===== src/design/egcd_pkg.sv =====
package egcd_pkg;

  localparam int OPERAND_BITS = 32;
  localparam int COEF_BITS    = OPERAND_BITS + 1;
  localparam int MAX_STEPS    = 2 * OPERAND_BITS + 4;
  localparam int STEP_W       = $clog2(MAX_STEPS + 1);
  localparam int DIV_CNT_W    = $clog2(OPERAND_BITS + 1);

  typedef logic [OPERAND_BITS-1:0]        operand_t;
  typedef logic signed [COEF_BITS-1:0]    coef_t;
  typedef logic [STEP_W-1:0]              step_t;
  typedef logic [DIV_CNT_W-1:0]           div_cnt_t;

  typedef enum logic [2:0] {
    S_IDLE,
    S_CHECK,
    S_DIV,
    S_UPDATE,
    S_DONE
  } egcd_state_t;

  // Sequencer to divide unit.
  typedef struct packed {
    logic     start;
    operand_t dividend;
    operand_t divisor;
    coef_t    x_mul;
    coef_t    y_mul;
  } egcd_div_ctrl_t;

  // Divide unit back to sequencer.
  typedef struct packed {
    logic     busy;
    operand_t remainder;
    coef_t    prod_x;
    coef_t    prod_y;
  } egcd_div_stat_t;

endpackage


===== src/design/egcd_if.sv =====
interface egcd_operand_if import egcd_pkg::*; ();
  logic     valid;
  logic     ready;
  operand_t operand_a;
  operand_t operand_b;

  modport source (output valid, output operand_a, output operand_b, input ready);
  modport sink   (input valid, input operand_a, input operand_b, output ready);
endinterface

interface egcd_result_if import egcd_pkg::*; ();
  logic     valid;
  logic     ready;
  operand_t gcd_value;
  coef_t    coef_x;
  coef_t    coef_y;
  coef_t    inverse;
  logic     has_inverse;

  modport source (output valid, output gcd_value, output coef_x, output coef_y,
                  output inverse, output has_inverse, input ready);
  modport sink   (input valid, input gcd_value, input coef_x, input coef_y,
                  input inverse, input has_inverse, output ready);
endinterface


===== src/design/egcd_divstep.sv =====
// Restoring divider, one quotient bit a cycle. Each quotient bit also
// feeds two Horner accumulators, so the unit leaves q*x_mul and q*y_mul
// (modulo the coefficient width) next to the remainder.
module egcd_divstep import egcd_pkg::*; (
  input  logic           clk,
  input  logic           rst,
  input  egcd_div_ctrl_t ctrl,
  output egcd_div_stat_t stat
);

  logic                  busy;
  div_cnt_t              cnt;
  operand_t              dvd;
  operand_t              rem;
  coef_t                 acc_x;
  coef_t                 acc_y;

  logic [OPERAND_BITS:0] rem_shift;
  logic [OPERAND_BITS:0] div_ext;
  logic [OPERAND_BITS:0] rem_diff;
  logic                  qbit;
  operand_t              rem_next;
  coef_t                 acc_x_next;
  coef_t                 acc_y_next;

  always_comb begin
    rem_shift  = {rem, dvd[OPERAND_BITS-1]};
    div_ext    = {1'b0, ctrl.divisor};
    rem_diff   = rem_shift - div_ext;
    qbit       = (rem_shift >= div_ext);
    rem_next   = qbit ? rem_diff[OPERAND_BITS-1:0] : rem_shift[OPERAND_BITS-1:0];
    acc_x_next = {acc_x[COEF_BITS-2:0], 1'b0} + (qbit ? ctrl.x_mul : '0);
    acc_y_next = {acc_y[COEF_BITS-2:0], 1'b0} + (qbit ? ctrl.y_mul : '0);
  end

  always_ff @(posedge clk) begin
    if (rst) begin
      busy <= 1'b0;
      cnt  <= '0;
    end else if (ctrl.start) begin
      busy <= 1'b1;
      cnt  <= DIV_CNT_W'(OPERAND_BITS);
    end else if (busy) begin
      cnt <= cnt - 1'b1;
      if (cnt == div_cnt_t'(1)) begin
        busy <= 1'b0;
      end
    end
  end

  always_ff @(posedge clk) begin
    if (ctrl.start) begin
      dvd   <= ctrl.dividend;
      rem   <= '0;
      acc_x <= '0;
      acc_y <= '0;
    end else if (busy) begin
      dvd   <= {dvd[OPERAND_BITS-2:0], 1'b0};
      rem   <= rem_next;
      acc_x <= acc_x_next;
      acc_y <= acc_y_next;
    end
  end

  assign stat.busy      = busy;
  assign stat.remainder = rem;
  assign stat.prod_x    = acc_x;
  assign stat.prod_y    = acc_y;

endmodule


===== src/design/extended_gcd_modular_inverse_top.sv =====
// Extended Euclid with modular inverse. Each operand transfer (operand_a,
// operand_b) yields one result transfer: gcd_value, Bezout coefficients
// coef_x and coef_y with a*x + b*y = gcd, and inverse = coef_x when the gcd
// is one (has_inverse set), else zero. The inverse is signed and not reduced
// into [0, b). A zero modulus gives gcd = a, x = 1, y = 0. One item is in
// flight at a time: operands.ready is high only while the sequencer idles
// out of reset. Each of the k Euclid steps runs the shared bit-serial
// divider, one quotient bit a cycle, then updates the working set. For
// 32-bit operands k is at most 46 (consecutive Fibonacci numbers, plus
// one swapping step when a < b). A finished result sits in an output
// register, so the next operands are taken while it waits for
// results.ready.
module extended_gcd_modular_inverse_top import egcd_pkg::*; (
  input  logic          clk,
  input  logic          rst,
  egcd_operand_if.sink  operands,
  egcd_result_if.source results
);

  localparam step_t MAX_STEP_CNT = STEP_W'(MAX_STEPS);

  egcd_state_t    state;
  egcd_state_t    state_next;

  // Euclid working set: remainders and both coefficient pairs.
  operand_t       a;
  operand_t       b;
  coef_t          x0;
  coef_t          x1;
  coef_t          y0;
  coef_t          y1;
  step_t          step;

  // Output register.
  logic           res_valid;
  operand_t       res_gcd;
  coef_t          res_x;
  coef_t          res_y;
  coef_t          res_inv;
  logic           res_has;
  logic           res_load;

  egcd_div_ctrl_t div_ctrl;
  egcd_div_stat_t div_stat;

  logic           in_xfer;
  logic           out_xfer;
  logic           loop_end;

  egcd_divstep u_divstep (
    .clk  (clk),
    .rst  (rst),
    .ctrl (div_ctrl),
    .stat (div_stat)
  );

  assign in_xfer  = operands.valid && operands.ready;
  assign out_xfer = results.valid && results.ready;
  // Stop on a zero remainder; the step bound is never the limit for
  // in-range operands but keeps the loop finite.
  assign loop_end = (b == '0) || (step == MAX_STEP_CNT);

  always_ff @(posedge clk) begin
    if (rst) begin
      state <= S_IDLE;
    end else begin
      state <= state_next;
    end
  end

  always_comb begin
    state_next        = state;
    operands.ready    = 1'b0;
    res_load          = 1'b0;
    div_ctrl.start    = 1'b0;
    div_ctrl.dividend = a;
    div_ctrl.divisor  = b;
    div_ctrl.x_mul    = x1;
    div_ctrl.y_mul    = y1;
    unique case (state)
      S_IDLE: begin
        // Take nothing while reset is held.
        operands.ready = !rst;
        if (operands.valid) begin
          state_next = S_CHECK;
        end
      end
      S_CHECK: begin
        if (loop_end) begin
          state_next = S_DONE;
        end else begin
          div_ctrl.start = 1'b1;
          state_next     = S_DIV;
        end
      end
      S_DIV: begin
        // Wait out the divider; quotient products are ready when it drops busy.
        if (!div_stat.busy) begin
          state_next = S_UPDATE;
        end
      end
      S_UPDATE: begin
        state_next = S_CHECK;
      end
      S_DONE: begin
        // Hold here until the output register is free or being drained.
        if (!res_valid || results.ready) begin
          res_load   = 1'b1;
          state_next = S_IDLE;
        end
      end
      default: begin
        state_next = S_IDLE;
      end
    endcase
  end

  // Working set: load on transfer, advance one Euclid step per update.
  always_ff @(posedge clk) begin
    if (in_xfer) begin
      a    <= operands.operand_a;
      b    <= operands.operand_b;
      x0   <= coef_t'(1);
      x1   <= '0;
      y0   <= '0;
      y1   <= coef_t'(1);
      step <= '0;
    end else if (state == S_UPDATE) begin
      a    <= b;
      b    <= div_stat.remainder;
      x0   <= x1;
      x1   <= x0 - div_stat.prod_x;
      y0   <= y1;
      y1   <= y0 - div_stat.prod_y;
      step <= step + 1'b1;
    end
  end

  always_ff @(posedge clk) begin
    if (rst) begin
      res_valid <= 1'b0;
    end else if (res_load) begin
      res_valid <= 1'b1;
    end else if (out_xfer) begin
      res_valid <= 1'b0;
    end
  end

  always_ff @(posedge clk) begin
    if (res_load) begin
      res_gcd <= a;
      res_x   <= x0;
      res_y   <= y0;
      res_has <= (a == operand_t'(1));
      res_inv <= (a == operand_t'(1)) ? x0 : '0;
    end
  end

  assign results.valid       = res_valid;
  assign results.gcd_value   = res_gcd;
  assign results.coef_x      = res_x;
  assign results.coef_y      = res_y;
  assign results.inverse     = res_inv;
  assign results.has_inverse = res_has;

endmodule


===== src/flat_wrapper.sv =====
// flat-port wrapper written by rule: the top's interface ports become plain ports
module extended_gcd_modular_inverse_top_flat import egcd_pkg::*;
  (clk, rst, operands_valid, operands_operand_a, operands_operand_b, operands_ready, results_valid, results_gcd_value, results_coef_x, results_coef_y, results_inverse, results_has_inverse, results_ready);
  egcd_operand_if operands_i ();
  egcd_result_if results_i ();
  input  logic clk;
  input  logic rst;
  input wire logic [$bits(operands_i.valid)-1:0] operands_valid;
  input wire logic [$bits(operands_i.operand_a)-1:0] operands_operand_a;
  input wire logic [$bits(operands_i.operand_b)-1:0] operands_operand_b;
  output wire logic [$bits(operands_i.ready)-1:0] operands_ready;
  output wire logic [$bits(results_i.valid)-1:0] results_valid;
  output wire logic [$bits(results_i.gcd_value)-1:0] results_gcd_value;
  output wire logic [$bits(results_i.coef_x)-1:0] results_coef_x;
  output wire logic [$bits(results_i.coef_y)-1:0] results_coef_y;
  output wire logic [$bits(results_i.inverse)-1:0] results_inverse;
  output wire logic [$bits(results_i.has_inverse)-1:0] results_has_inverse;
  input wire logic [$bits(results_i.ready)-1:0] results_ready;
  assign operands_i.valid = operands_valid;
  assign operands_i.operand_a = operands_operand_a;
  assign operands_i.operand_b = operands_operand_b;
  assign operands_ready = operands_i.ready;
  assign results_valid = results_i.valid;
  assign results_gcd_value = results_i.gcd_value;
  assign results_coef_x = results_i.coef_x;
  assign results_coef_y = results_i.coef_y;
  assign results_inverse = results_i.inverse;
  assign results_has_inverse = results_i.has_inverse;
  assign results_i.ready = results_ready;
  extended_gcd_modular_inverse_top u_core (.clk(clk), .rst(rst), .operands(operands_i), .results(results_i));
endmodule

===== config.mk =====
export PLATFORM = sky130hd
export DESIGN_NAME = extended_gcd_modular_inverse_top_flat
export DESIGN_NICKNAME = d
export VERILOG_FILES = /design/src/design/egcd_pkg.sv /design/src/design/egcd_if.sv /design/src/design/egcd_divstep.sv /design/src/design/extended_gcd_modular_inverse_top.sv /design/src/flat_wrapper.sv
export SDC_FILE = /design/constraint.sdc
export NUM_CORES = 1
export LEC_CHECK = 0
export BUFFER_PORTS_ARGS = -buffer_cell sky130_fd_sc_hd__buf_2
export CORE_UTILIZATION = 51
export CTS_CLUSTER_SIZE = 12
export DETAILED_ROUTE_END_ITERATION = 8
export PLACE_DENSITY = 0.68
export SETUP_SLACK_MARGIN = 0.4
export SLEW_MARGIN = 20
export SYNTH_ARGS = -nofsm -noshare
export SYNTH_HDL_FRONTEND = slang
export SYNTH_SLANG_ARGS = --single-unit

===== constraint.sdc =====
create_clock -name clk -period 5.31 [get_ports clk]
set_input_delay 1.593 -clock clk [delete_from_list [all_inputs] [get_ports clk]]
set_output_delay 1.593 -clock clk [all_outputs]
set_load 0.02 [all_outputs]

==> results.md, run 1 <==
- DIE WIDTH: roughly 230 um
- First-pass GRT wire length: 105600 um
- Vias in the first global route: 20300
- Slowest CP cell: or4b_4
- DRT iter0 DRCs: 1650
- Mapped Nets: 3091
- Worst Setup End Kind: flip-flop
- Least-Margin Pin Slew: a little under 1 ns
- Synth Instances: 2856
- Net count, final: 3316
- Total area of sequential cells: 11820 um2
- Die height: 227.1 um
- Synth-to-Final Area Change: 18.23%
- Top_reg_cell synth: dfxtp_1
- Worst-skew pair later-pin latency: 0.61 ns
- CTS buffer count: 53
- Clock Sinks: 476
- Main combinational cell family by area after synthesis: simple AND/OR/NAND/NOR gates
- Antenna Nets Post-Route: 0
- Clock transition at the registers of the reported paths: about 0.060 ns
- Synth warnings: 0
- Via Count: 21350
- Final Max Slew Viols: 0
- Pin count of the biggest net entering global routing: 207
- I/O Pins: about 200
- Wire per inst: 17.66 um
- Rel. slew slack: between 30% and 40%
- Die Footprint: 51590 um2
- Filler instances: 4264
- Max incr delay on CP: 0.52 ns
- Hold_buf cts: 0
- Mapped Avg Cell Area: 9.050 um2
- Root Driver: clkbuf_16
- Min Tclk post-route: 5.228 ns
- Post-Syn Area: about 26000 um2
- F_max: about 0.19 GHz
- Synth Register Bits: 476
- Power per cell area: 543.2 nW/um2
- Area share of fa/ha/maj cells after synthesis: roughly 8.2%
- Initial core utilization: 51.62%
- LEAKAGE: 12.65 nW
- Peak VDD IR: 0.0002520 V
- N_diodes: 0
- Initial antenna violation count: 1
- GRT overflow: 0
- Async S/R FF share, synth: 0%
- Final Cycle Share: between 90% and 100%
- Core Region: 50070 um2
- Hold Crit Class: flip-flop to flip-flop
- Total wire length: 67070 um
- First-pass DRT Iterations: 7
- Crit path max-delay family: compound AO/OA/AOI/OAI gates
- Port bufs: 201
- Clock Tree Buf Depth: 3
- Max-Cap Viols: 0
- Power, Total: 16.60 mW
- Layout cells sized above 1: 15.74%
- Skew final: 0.01956 ns
- Critical Path RT: 5.78 ns
- Unrepaired setup endpoints after global routing: true
- Crit-path cells: inv_2, ha_4, nor2b_4, o31a_1, o31ai_2, or4b_4, a41oi_4, nor3_4, a2111oi_4, buf_6, nor2b_4, ha_4, fa_2, a21o_1, a31oi_2, o211ai_1, and4_1, a211o_1, buf_4, a21o_1, a21oi_2, xnor2_1, mux2i_1, nor2_1
- Xor-xnor portion of the synthesized cell area: 4.613%
- Cell variety after synth: between 70 and 80
- CTS tree: built
- Compound-Gate Fraction of Synth Area: 17.01%
- CTS H-Tree Depth: 2
- Post-synth EDFFs: 228
- Vias/cell: about 5.6
- Multi-input gate area: between 10000 and 15000 um2
- Worst Hold Depth: 0
- WP buf/inv: 3
- Row count: 82
- DP HPWL: 45750 um
- Gr usage total: 25.53%
- Post-synthesis mux area share: 2.130%
- CP max FO: 3
- Simple-gate share of the synthesized area: 18.39%
- Final Setup Violations: 0
- Status: finished, final reports clean
- Final hold violations: 0
- Levels on crit path: 24
- Drt drc: 0
- Worst r2r path cells: 24
- Routability cong.: between 0.9 and 1
- CP startpoint kind: flip-flop
- Final TNS setup: 0 ns
- CP arrival: 5.70 ns
- Crit Path Category: flip-flop to flip-flop
- Part of the Yosys area used for sequential elements: a little under half
[Yosys cell counts, types with 5 or more instances]
cell type | number | area, um2
nor3_1 | 31 | 155.2
nor3b_1 | 10 | 75.07
and4_1 | 8 | 70.07
fa_1 | 5 | 100.1
o22ai_1 | 6 | 37.54
nand4_1 | 16 | 100.1
buf_1 | 13 | 48.80
xor2_1 | 53 | 464.2
nand3_1 | 38 | 190.2
a211oi_1 | 48 | 360.4
nor4b_1 | 6 | 52.55
buf_4 | 6 | 45.04
o21a_1 | 26 | 195.2
and3_1 | 25 | 156.4
clkbuf_1 | 101 | 379.1
o211ai_1 | 18 | 135.1
nor2_1 | 184 | 690.7
and2_1 | 43 | 269.0
o21ai_0 | 149 | 745.7
a21o_1 | 72 | 540.5
nand2b_1 | 22 | 137.6
a2111oi_0 | 5 | 43.79
o21bai_1 | 16 | 120.1
ha_1 | 162 | 2027
a31oi_1 | 33 | 206.5
mux2i_1 | 55 | 550.5
buf_2 | 6 | 30.03
o31ai_1 | 11 | 82.58
edfxtp_1 | 228 | 6847
a221oi_1 | 8 | 70.07
o31a_1 | 6 | 52.55
a21boi_0 | 7 | 52.55
a311oi_1 | 5 | 43.79
nand2_1 | 539 | 2023
nor2b_1 | 85 | 531.8
xnor2_1 | 78 | 683.2
a21oi_1 | 257 | 1286
inv_1 | 137 | 514.2
nor4_1 | 19 | 118.9
dfxtp_1 | 248 | 4965
or3_1 | 6 | 37.54
[through the flow]
| stage | cells | setup WS (ns) | instance area, um2 | hold WS, ns | util (%) |
|---|---|---|---|---|---|
| floorplan | 2856 | 0.2412 | 25970 | 0.4082 | - |
| global placement | 3655 | 0.1320 | 27740 | 0.4547 | 55.40 |
| detailed placement | 3655 | 0.05243 | 27740 | 0.4490 | 55.41 |
| CTS | 3782 | 0.1601 | 30010 | 0.4676 | 59.95 |
| global route | 3798 | -0.1487 | 30560 | 0.4779 | 61.04 |
| finish | 3798 | 0.08170 | 30560 | 0.4612 | 61.04 |
[per-layer routing]
metal  routed length [um]  GRT usage, %  vias up
met3                 3520         3.549      123
li1                     -             -    10550
met1                31040         35.32    10130
met5                    0             0        -
met2                30880         41.35      551
met4                 1631         7.837        0
[cells by family after synthesis]
group | Yosys count
XOR/XNOR | 133
flip-flops | 476
multiplexers | 55
adder cells (fa/ha/maj) | 167
buffers and inverters | 263
AND/OR/NAND/NOR | 1050
AO/OA/AOI/OAI | 712
[where the power goes]
group          leakage (nW)  total [mW]  switching, mW  internal (mW)
logic                  7.71        7.62           4.33           3.29
registers              4.07        5.18          0.610           4.57
clock network         0.869        3.80           1.51           2.29
[worst reg2reg max path: cells and delay by family (launching register included)]
kind                       cells  cell delay, ns
AOI/OAI and AO/OA             10            2.24
DFF                            1            0.40
buffers and inverters          3            0.45
muxes                          1            0.14
xor gates and xnor gates       1            0.07
and+or+nand+nor                6            1.08
adders and majority gates      3            0.70
[placed cells by master, fill, tap and decap left out, types with 18 or more instances in the layout]
cell type  count
buf_4         78
o211ai_1      18
nor2b_1       75
nand2_1      534
a21o_1        72
dfxtp_1      247
o21ai_0      134
mux2i_1       55
a211oi_1      43
xnor2_1       74
o21a_1        26
buf_2        201
nand2b_1      21
a31oi_1       27
a21oi_1      247
nor4_1        19
and2_1        43
nor3_1        29
clkbuf_16     55
xor2_1        53
nand3_1       37
ha_1         146
inv_1        135
nor2_1       177
edfxtp_1     228
and3_1        23
[final cells by class]
class | count | share of cell area [%]
clock buffers | 74 | 4.868
clock inverters | 26 | 1.019
inverters | 137 | 1.683
multi-input cells | 2117 | 44.97
flip-flops and latches | 476 | 38.66
well taps | 672 | 2.751
repair buffers | 296 | 6.047
[flip-flops by register name, summed over array words and instances (netlist names), 33 cells and up]
name / cells
u_core.results.coef_x: 33
u_core.results.coef_y: 33
u_core.results.inverse: 33
u_core.u_divstep.acc_x: 33
u_core.u_divstep.acc_y: 33
u_core.x0: 33
u_core.x1: 33
u_core.y0: 33
u_core.y1: 33
[path summary, 6_finish.rpt]
path | endpoint | slack [ns] | startpoint
setup / recovery | u_core.u_divstep.acc_x[25] | 0.08 | u_core.b[1]
hold reg to reg | u_core.results.coef_y[0] | 0.46 | u_core.y0[0]
hold / removal | u_core.results.coef_y[0] | 0.46 | u_core.y0[0]
setup reg to reg | u_core.u_divstep.acc_x[25] | 0.08 | u_core.b[1]
[repair_timing]
action                                  CTS  global route
hold endpoints to repair                  0             0
pin swaps                                45            50
buffers inserted                         26            15
endpoints found under the setup margin   32            42
gates cloned                              1             0
resized for setup                        61            70
Power figures use the tool's default switching activity.
==> run 2, diff against run 1 <==
--- a/config.mk
+++ b/config.mk
@@ -10,8 +10,7 @@
 export CTS_CLUSTER_SIZE = 12
 export DETAILED_ROUTE_END_ITERATION = 8
 export PLACE_DENSITY = 0.68
-export SETUP_SLACK_MARGIN = 0.4
-export SLEW_MARGIN = 20
+export SLEW_MARGIN = 10
 export SYNTH_ARGS = -nofsm -noshare
 export SYNTH_HDL_FRONTEND = slang
 export SYNTH_SLANG_ARGS = --single-unit
==> results.md, run 2 (synthesis results as in run 1) <==
- CP arrival: 5.73 ns (was 5.70 ns)
- Final Max Slew Viols: 0 (unchanged)
- Worst-skew pair later-pin latency: 0.61 ns (about the same)
- Skew final: 0.02821 ns (was 0.01956 ns)
- N_diodes: 0 (unchanged)
- CTS buffer count: 51 (was 53)
- Vias in the first global route: 20320 (was 20300)
- Final TNS setup: 0 ns (unchanged)
- Hold_ws: 0.4350 ns (was 0.4612 ns)
- Placed cell areas: 28230 um2 (was 27740 um2)
- Post-route cell area: 30480 um2 (was 30560 um2)
- Drt drc: 0 (unchanged)
- Min Tclk post-route: 5.269 ns (was 5.228 ns)
- GRT overflow: 0 (unchanged)
- Peak VDD IR: 0.0002699 V (was 0.0002520 V)
- Port bufs: 201 (unchanged)
- Hold Crit Class: flip-flop to flip-flop (unchanged)
- WP buf/inv: 3 (unchanged)
- Filler instances: 4366 (was 4264)
- I/O Pins: 202 (unchanged)
- Layout cells sized above 1: 16.05% (was 15.74%)
- Least-Margin Pin Slew: 1.225 ns (was 0.9705 ns)
- Clock Tree Buf Depth: 3 (unchanged)
- Routability cong.: 0.9680 (was 0.9777)
- Max-Cap Viols: 0 (unchanged)
- Clock transition at the registers of the reported paths: 0.06 ns (about the same)
- DRT iter0 DRCs: 1526 (was 1650)
- Total area of sequential cells: 11820 um2 (unchanged)
- Commonest non-fill, non-tap cells in the layout: nand2_1 (536), a21oi_1 (250), dfxtp_1 (247), edfxtp_1 (228), buf_2 (201) (was nand2_1 (534), a21oi_1 (247), dfxtp_1 (247), edfxtp_1 (228), buf_2 (201))
- Die height: 227.1 um (unchanged)
- Root Driver: clkbuf_16 (unchanged)
- Utilization after layout: 60.88% (was 61.04%)
- Crit Path Category: flip-flop to flip-flop (unchanged)
- CP max FO: 5 (was 3)
- R2R Setup Slk: 0.04 ns (was 0.08 ns)
- CTS H-Tree Depth: 2 (unchanged)
- Row count: 82 (unchanged)
- F_max: 0.1898 GHz (was 0.1913 GHz)
- CP startpoint kind: flip-flop (unchanged)
- Via Count: 21530 (was 21350)
- Crit-path cells: inv_2, ha_4, nor2b_4, o31a_1, o31ai_2, or4b_4, a41oi_4, nor3_4, a2111oi_4, buf_6, buf_6, nor2b_4, ha_4, fa_2, a21o_1, a221oi_2, a21oi_2, a31oi_2, o21ai_2, a21o_1, a31oi_2, nor2b_2, xor2_1, o21ai_1 (was inv_2, ha_4, nor2b_4, o31a_1, o31ai_2, or4b_4, a41oi_4, nor3_4, a2111oi_4, buf_6, nor2b_4, ha_4, fa_2, a21o_1, a31oi_2, o211ai_1, and4_1, a211o_1, buf_4, a21o_1, a21oi_2, xnor2_1, mux2i_1, nor2_1)
- Initial antenna violation count: 1 (unchanged)
- Critical Path RT: 5.77 ns (was 5.78 ns)
- Commonest non-fill, non-tap cell in the layout: nand2_1 (unchanged)
- Status: finished, final reports clean (unchanged)
- First-pass GRT wire length: 105200 um (was 105600 um)
- Vias/cell: 5.594 (was 5.622)
- Hold_buf cts: 0 (unchanged)
- Unrepaired setup endpoints after global routing: true (unchanged)
- LEAKAGE: 12.83 nW (was 12.65 nW)
- Initial core utilization: 51.62% (unchanged)
- Antenna Nets Post-Route: 0 (unchanged)
- Final Cycle Share: 99.23% (was 98.46%)
- Final non-filler cell total: 3849 (was 3798)
- Max incr delay on CP: 0.52 ns (about the same)
- Pin count of the biggest net entering global routing: 207 (unchanged)
- Place WS: -0.1210 ns (was 0.05243 ns)
- Synth-to-Final Area Change: 17.93% (was 18.23%)
- Core Region: 50070 um2 (unchanged)
- Worst Setup End Kind: flip-flop (unchanged)
- Rel. slew slack: 18.36% (was 35.30%)
- Setup slack after layout: 0.04082 ns (was 0.08170 ns)
- First-pass DRT Iterations: 5 (was 7)
- Power per cell area: 536.1 nW/um2 (was 543.2 nW/um2)
- Final Setup Violations: 0 (unchanged)
- Wire per inst: 17.46 um (was 17.66 um)
- Gr usage total: 25.48% (was 25.53%)
- Multi-input gate area: 13450 um2 (was 13740 um2)
- CTS tree: built (unchanged)
- Net count, final: 3370 (was 3316)
- Die Footprint: 51590 um2 (unchanged)
- Final hold violations: 0 (unchanged)
- DIE WIDTH: 227.1 um (unchanged)
- Clock Sinks: 476 (unchanged)
- Crit path max-delay family: compound AO/OA/AOI/OAI gates (unchanged)
- Slowest CP cell: or4b_4 (unchanged)
- Total wire length: 67220 um (was 67070 um)
- DP HPWL: 46770 um (was 45750 um)
- Power, Total: 16.34 mW (was 16.60 mW)
- # placed instances: 3725 (was 3655)
## run 2: cell types whose count changed in the layout (fill, tap and decap cells not counted), moves of 4 or more
cell and delta:
buf_8 -4, nor2b_1 +4, ha_2 -5, buf_4 +59, o21ai_0 +6, bufinv_16 -5, ha_1 +11, o21ai_2 -5
ha_4 -6, buf_12 +5
## run 2: layer usage
metal	vias to the layer above	GRT usage (%)	wire length (um)
met3	117	3.859	3335
met5	-	0	10
met2	548	41.49	30830
li1	10630	-	-
met4	2	7.318	1776
met1	10230	35.08	31270
## run 2: what timing repair did
| item | in CTS | in global routing |
|---|---|---|
| pin swaps | 14 | 38 |
| gates cloned | 0 | 1 |
| resized for setup | 9 | 79 |
| hold endpoints to repair | 0 | 0 |
| endpoints found under the setup margin | 18 | 33 |
| buffers inserted | 16 | 12 |
## run 2: path summary, 6_finish.rpt
check / from / to / cells past startpoint
max: u_core.b[1] / u_core.u_divstep.acc_y[29] / 24
min: u_core.x0[0] / u_core.results.coef_x[0] / 0
max reg2reg: u_core.b[1] / u_core.u_divstep.acc_y[29] / 24
min reg2reg: u_core.x0[0] / u_core.results.coef_x[0] / 0
## run 2: power by group
| group | total (mW) | switching [mW] | internal [mW] |
|---|---|---|---|
| Sequential | 5.19 | 0.621 | 4.57 |
| Clock | 3.44 | 1.47 | 1.96 |
| Combinational | 7.71 | 4.29 | 3.42 |
## run 2: layout make-up
type                    count  share of cell area [%]
clock buffers              75                   4.688
well taps                 672                   2.758
repair buffers            352                   7.438
multi-input cells        2117                   44.12
flip-flops and latches    476                   38.76
inverters                 137                   1.687
clock inverters            20                  0.5500
## run 2: worst register-to-register path: cells and delay by family, from the launching register on
family	cells	cell delay, ns
AO/OA/AOI/OAI	12	2.53
AND/OR/NAND/NOR	5	0.93
adder cells (fa/ha/maj)	3	0.72
buffers and inverters	3	0.41
flip-flops	1	0.40
XOR/XNOR	1	0.16
